File: src/mie_pkg.sv
// Shared types and constants for the modular inverse core.
// No dependencies.
package mie_pkg;

	localparam int MOD_W = 31;

	typedef enum logic [2:0] {
		ST_IDLE,
		ST_RED,
		ST_FIX,
		ST_CHECK,
		ST_DIV,
		ST_UPD,
		ST_FIN,
		ST_OUT
	} state_t;

endpackage

File: src/modular_inverse_ext_euclid_core.sv
// Modular inverse core: signed reduction and extended Euclid with bit-serial division.
// Depends on mie_pkg.
//
// channel  dir  fields
// s_axis   in   tdata: value
// m_axis   out  tdata: inverse[30:0], status[31]
// cfg      in   modulus (31 bits)
//
// Each request first reduces the value with a restoring divider, one quotient bit per
// cycle. Every Euclid step then runs the same divider, while the quotient times the
// coefficient builds up by shift and add. Each step also passes through a check and
// an update state. The number of steps depends on the data (at most about 45 for
// 31-bit moduli). Reset puts the control in idle; the modulus resets to 26.
// A result waiting on m_axis_tready holds the block; the next request is taken once
// the result is delivered.
module modular_inverse_ext_euclid_core #(
	parameter int DATA_WIDTH = 32
) (
	input  logic                  clk,
	input  logic                  arst_n,
	input  logic                  cfg_we,
	input  logic [30:0]           cfg_wdata,      // modulus
	input  logic                  s_axis_tvalid,
	output logic                  s_axis_tready,
	input  logic [DATA_WIDTH-1:0] s_axis_tdata,   // value
	output logic                  m_axis_tvalid,
	input  logic                  m_axis_tready,
	output logic [31:0]           m_axis_tdata    // inverse[30:0], status[31]
);
	import mie_pkg::*;

	localparam int CW = (DATA_WIDTH > MOD_W) ? DATA_WIDTH : MOD_W;
	localparam int BW = $clog2(CW + 1);

	state_t state_q, state_d;
	logic [MOD_W-1:0] mod_q;
	// Divider: dividend shifts out through num_q while remainder builds in rem_q.
	logic [CW-1:0] num_q;
	logic [MOD_W:0] rem_q;
	logic [MOD_W-1:0] den_q;
	logic [BW-1:0] cnt_q;
	logic neg_q;
	// Euclid state; coefficients kept as magnitudes with signs, they alternate.
	logic [MOD_W-1:0] r_q, nr_q, t_q, nt_q;
	logic [MOD_W-1:0] prod_q;
	logic tneg_q;
	logic [MOD_W-1:0] res_q;
	logic stat_q;

	logic [MOD_W:0] trial;
	logic [MOD_W+1:0] diff;
	logic [DATA_WIDTH-1:0] mag;

	assign mag = s_axis_tdata[DATA_WIDTH-1] ? (~s_axis_tdata + 1'b1) : s_axis_tdata;
	assign trial = {rem_q[MOD_W-1:0], num_q[CW-1]};
	assign diff = {1'b0, trial} - {2'b0, den_q};

	assign s_axis_tready = (state_q == ST_IDLE);
	assign m_axis_tvalid = (state_q == ST_OUT);
	assign m_axis_tdata = {stat_q, res_q};

	always_ff @(posedge clk or negedge arst_n) begin
		if (!arst_n) begin
			mod_q <= MOD_W'(26);
		end else if (cfg_we) begin
			mod_q <= cfg_wdata;
		end
	end

	always_ff @(posedge clk or negedge arst_n) begin
		if (!arst_n) begin
			state_q <= ST_IDLE;
		end else begin
			state_q <= state_d;
		end
	end

	always_comb begin
		state_d = state_q;
		case (state_q)
			ST_IDLE: if (s_axis_tvalid) state_d = ST_RED;
			ST_RED: if (cnt_q == BW'(1)) state_d = ST_FIX;
			ST_FIX: state_d = ST_CHECK;
			ST_CHECK: state_d = (nr_q == '0) ? ST_FIN : ST_DIV;
			ST_DIV: if (cnt_q == BW'(1)) state_d = ST_UPD;
			ST_UPD: state_d = ST_CHECK;
			ST_FIN: state_d = ST_OUT;
			ST_OUT: if (m_axis_tready) state_d = ST_IDLE;
			default: state_d = ST_IDLE;
		endcase
	end

	// Quotient bits arrive MSB first, so prod_q doubles and adds nt_q for each set bit.
	always_ff @(posedge clk) begin
		case (state_q)
			ST_IDLE: begin
				num_q <= CW'(mag) << (CW - DATA_WIDTH);
				neg_q <= s_axis_tdata[DATA_WIDTH-1];
				rem_q <= '0;
				den_q <= mod_q;
				cnt_q <= BW'(DATA_WIDTH);
			end
			ST_RED, ST_DIV: begin
				cnt_q <= cnt_q - 1'b1;
				if (!diff[MOD_W+1]) begin
					rem_q <= diff[MOD_W:0];
					num_q <= {num_q[CW-2:0], 1'b1};
					prod_q <= {prod_q[MOD_W-2:0], 1'b0} + nt_q;
				end else begin
					rem_q <= trial;
					num_q <= {num_q[CW-2:0], 1'b0};
					prod_q <= {prod_q[MOD_W-2:0], 1'b0};
				end
			end
			ST_FIX: begin
				r_q <= mod_q;
				nr_q <= (neg_q && rem_q != '0) ? (mod_q - rem_q[MOD_W-1:0]) :
					rem_q[MOD_W-1:0];
				t_q <= '0;
				nt_q <= MOD_W'(1);
				tneg_q <= 1'b0;
			end
			ST_CHECK: begin
				num_q <= CW'(r_q) << (CW - MOD_W);
				den_q <= nr_q;
				rem_q <= '0;
				prod_q <= '0;
				cnt_q <= BW'(MOD_W);
			end
			ST_UPD: begin
				// |new t| = |t| + q*|nt| since signs alternate; bounded by the modulus.
				nt_q <= t_q + prod_q;
				t_q <= nt_q;
				tneg_q <= ~tneg_q;
				r_q <= nr_q;
				nr_q <= rem_q[MOD_W-1:0];
			end
			ST_FIN: begin
				// tneg_q is the sign of nt_q, so t_q carries the opposite sign.
				if (mod_q == MOD_W'(1)) begin
					res_q <= '0;
					stat_q <= 1'b0;
				end else if (r_q != MOD_W'(1)) begin
					res_q <= '0;
					stat_q <= 1'b1;
				end else begin
					res_q <= (!tneg_q && t_q != '0) ? (mod_q - t_q) : t_q;
					stat_q <= 1'b0;
				end
			end
			default: begin
			end
		endcase
	end

endmodule

File: config.mk
export PLATFORM = sky130hd
export DESIGN_NAME = modular_inverse_ext_euclid_core
export DESIGN_NICKNAME = d
export VERILOG_FILES = /design/src/mie_pkg.sv /design/src/modular_inverse_ext_euclid_core.sv
export SDC_FILE = /design/constraint.sdc
export NUM_CORES = 1
export LEC_CHECK = 0
export BUFFER_PORTS_ARGS = -buffer_cell sky130_fd_sc_hd__buf_2
export CAP_MARGIN = 20
export CORE_ASPECT_RATIO = 0.75
export CORE_MARGIN = 2
export CORE_UTILIZATION = 30
export CTS_CLUSTER_SIZE = 25
export DETAILED_ROUTE_END_ITERATION = 8
export SLEW_MARGIN = 15
export SYNTH_ARGS = -nofsm -noshare
export SYNTH_HDL_FRONTEND = slang
export SYNTH_SLANG_ARGS = --single-unit
File: constraint.sdc
create_clock -name clk -period 23.4 [get_ports clk]
set_clock_uncertainty 0.15 [all_clocks]
set_input_delay 3.51 -clock clk [delete_from_list [all_inputs] [get_ports clk]]
set_output_delay 3.51 -clock clk [all_outputs]
set_load 0.02 [all_outputs]
==> impl_results.md <==
* H-tree depth at 2
* Initial core utilization at 30.4%
* Synth top area share at 39.8%
* # port buffers at 101
* Clock Tree Buf Depth at 3
* Grt total ovfl at 0
* R2r worst-path depth at 13
* WHS at around 390 ps
* Synth unique cells at 71
* Die height at 238 um
* Post-synth top cells: nand2_1 (393), edfxtp_1 (290), a21oi_1 (189)
* Crit path kind: in -> reg
* Buf/Inv on CP at 1
* Dpl ws at 16740 ps
* Starting DRT DRC Count at 2132
* Post-synthesis sequential area ratio at 43.7%
* Worst r2r src: num_q[31]
* Post-route minimum period at around 6100 ps
* Yosys warns at 0
* CP arrival at 6270 ps
* Post-synth EDFFs at between 200 and 300
* Row count at 85
* Max_cap viols at 0
* PD cells at 55.9 nW/um^2
* Largest cells by area after synthesis: edfxtp_1 (40%), ha_1 (8.7%), nand2_1 (6.7%), a21oi_1 (4.3%), dfrtp_1 (3.5%)
* Most frequent cell after synthesis: nand2_1
* Ports at 102
* Die X at 316 um
* Avg Inst Size Synth at 9.37 sq um
* Insertion delay to the later sink of the worst-skew pair at 560 ps
* Yosys reg bits at 324
* Gr usage total at 17.2%
* Avg WL per Cell at 19.5 um
* First-pass GRT wire length at 100 mm
* VDD IR max at 0.0426 mV
* Post-synthesis async set-or-reset flop share at 10.5%
* Core area at 72000 sq um
* P&R area growth vs syn at 12.7%
* Worst-margin pin slew at 1110 ps
* Die ar. at between 70000 and 80000 sq um
* Worst Hold End: num_q[11]
* Nets at 2630
* Final setup viols at 0
* Cells along the critical path: buf_2 -> nor4_2 -> nand2_1 -> or4_4 -> or4_4 -> or3_1 -> o41ai_2 -> xor2_1 -> o21ai_1
* Post-route setup TNS at 0 ps
* Routed vias at about 18000
* Worst-path maximum fanout at 6
* Achievable Freq at approximately 160 MHz
* GPL Wtd Cong at approximately 0.87
* Hold_buf cts at 0
* Top_reg_cell synth: edfxtp_1
* RSZ-0062 raised after global routing: no
* Slowest stage delay, CP at 560 ps
* Syn nets at 2561
* Post-CTS resize count at 0
* Critical Path Sink Type: flop
* Relative slew margins at 25.9%
* CTS tree: done
* Post-route ant nets at 0
* Via density at 5.34
* Final Hold Viols at 0
* CP max stage cell: or4_4
* Post-synthesis cell area at 21900 sq um
* Initial antenna violation count at 5
* Leak Pwr at 9.92 nW
* Multi-input logic area at 11500 sq um
* First-pass DRT Iterations at 5
* Setup WS post-layout at 17280 ps
* Non-filler cells, final at 3392
* Final WL at 66.2 mm
* Hold Path Class: reg -> reg
* CP required at 23540 ps
* Cells after Synth at 2335
* # DRC at 0
* Clock sink total at 324
* Post-DP HPWL at 48.9 mm
* Outcome: finished clean
* Largest net degree at the start of global routing at between 70 and 80
* FF-to-FF setup slack at ~19000 ps
* Post-Place Cells at 3322
* Crit Reg-Reg Endpoint: prod_q[7]
* Synth area leader: edfxtp_1
* # Post-CTS Setup Buffers at 0
* CP delay by family, top: simple AND/OR/NAND/NOR gates
* Sequential Area at ~9600 sq um
* Worst hold start: num_q[10]
* Root buffer cell: clkbuf_16
* Num CTS Buffers at 35
* Cell mode on critical path: or4_4
* Worst-path clk slew at around 70 ps
* Final Max Tran Viols at 0
* Startpoint Class: input port
* Hold depth at 2
* Fill cell count at 7326
* Vias in the first global route at approximately 16000
* Final worst path period share at 26.2%
* Share of layout cells above drive strength 1 at 9.71%
-- per-layer routing --
layer | global-route usage, % | routed length, um
met4 | 2.37 | 737
met3 | 5.48 | 7420
met1 | 28.2 | 33800
met2 | 21.7 | 24200
met5 | 0 | 13
-- metrics by stage --
step	area [sq um]	utilization [%]	power, mW
2_1_floorplan	21900	-	0.746
3_3_place_gp	23400	32.5	0.787
3_5_place_dp	23400	32.5	0.788
4_1_cts	24600	34.2	1.38
5_1_grt	24700	34.2	1.43
6_report	24700	34.3	1.38
-- worst max path at each step --
stage                          from         to  slack, ps  depth (start not counted)
global placement    s_axis_tdata[4]  num_q[30]      16760                          9
finish              s_axis_tdata[4]  num_q[30]      17280                          9
CTS                 s_axis_tdata[4]  num_q[30]      17320                          9
floorplan                state_q[2]    nr_q[0]      12850                          4
detailed placement  s_axis_tdata[4]  num_q[30]      16740                          9
global route        s_axis_tdata[4]  num_q[30]      17160                          9
-- tightest hold or removal path, cell delays in order, from the launching register on --
cell,delay [ps]
edfxtp_1,320
a22oi_1,60
o21ai_0,60
-- where the power goes --
group | switching (mW) | internal, mW | total, mW
clock network | 0.252 | 0.347 | 0.600
logic | 0.0730 | 0.0558 | 0.129
registers | 0.0183 | 0.632 | 0.650
-- registers in the layout, indices dropped and copies added (netlist names), 3 cells and up --
signal   flops
den_q       31
t_q         31
num_q       32
nr_q        31
rem_q       32
cnt_q        6
mod_q       31
state_q      3
r_q         31
res_q       31
nt_q        31
prod_q      31
-- placed cells by master, fill, tap and decap left out, types with 36 or more instances in the layout --
master and instances:
xnor2_1 66, nor4_1 41, edfxtp_1 290, ha_1 153, buf_2 102, xor2_1 78, nand3_1 40, a21oi_1 189
clkbuf_16 36, inv_1 132, nand2_1 389, o21ai_0 143, a21o_1 59, nor2_1 125, and3_1 53
-- logic make-up (layout without fill, tap and decap cells) --
logic type / Yosys count / count (layout) / share of synthesized area [%]
flip-flops: 324 / 324 / 43.7
XOR/XNOR: 144 / 144 / 5.76
adder cells (fa/ha/maj): 158 / 158 / 9.21
buffers and inverters: 221 / 317 / 3.82
other: 0 / 4 / 0
AND/OR/NAND/NOR: 814 / 814 / 17.2
multiplexers: 38 / 38 / 1.92
AO/OA/AOI/OAI: 636 / 636 / 18.4
-- cell type report --
cell class | count | share of cell area (%)
multi-input cells | 1790 | 46.8
flip-flops and latches | 324 | 38.8
well taps | 957 | 4.85
clock buffers | 45 | 3.87
repair buffers | 120 | 2.67
inverters | 133 | 2.02
clock inverters | 19 | 0.994
diodes | 4 | 0.0406
Note: power is estimated with default switching activity, not from simulation.
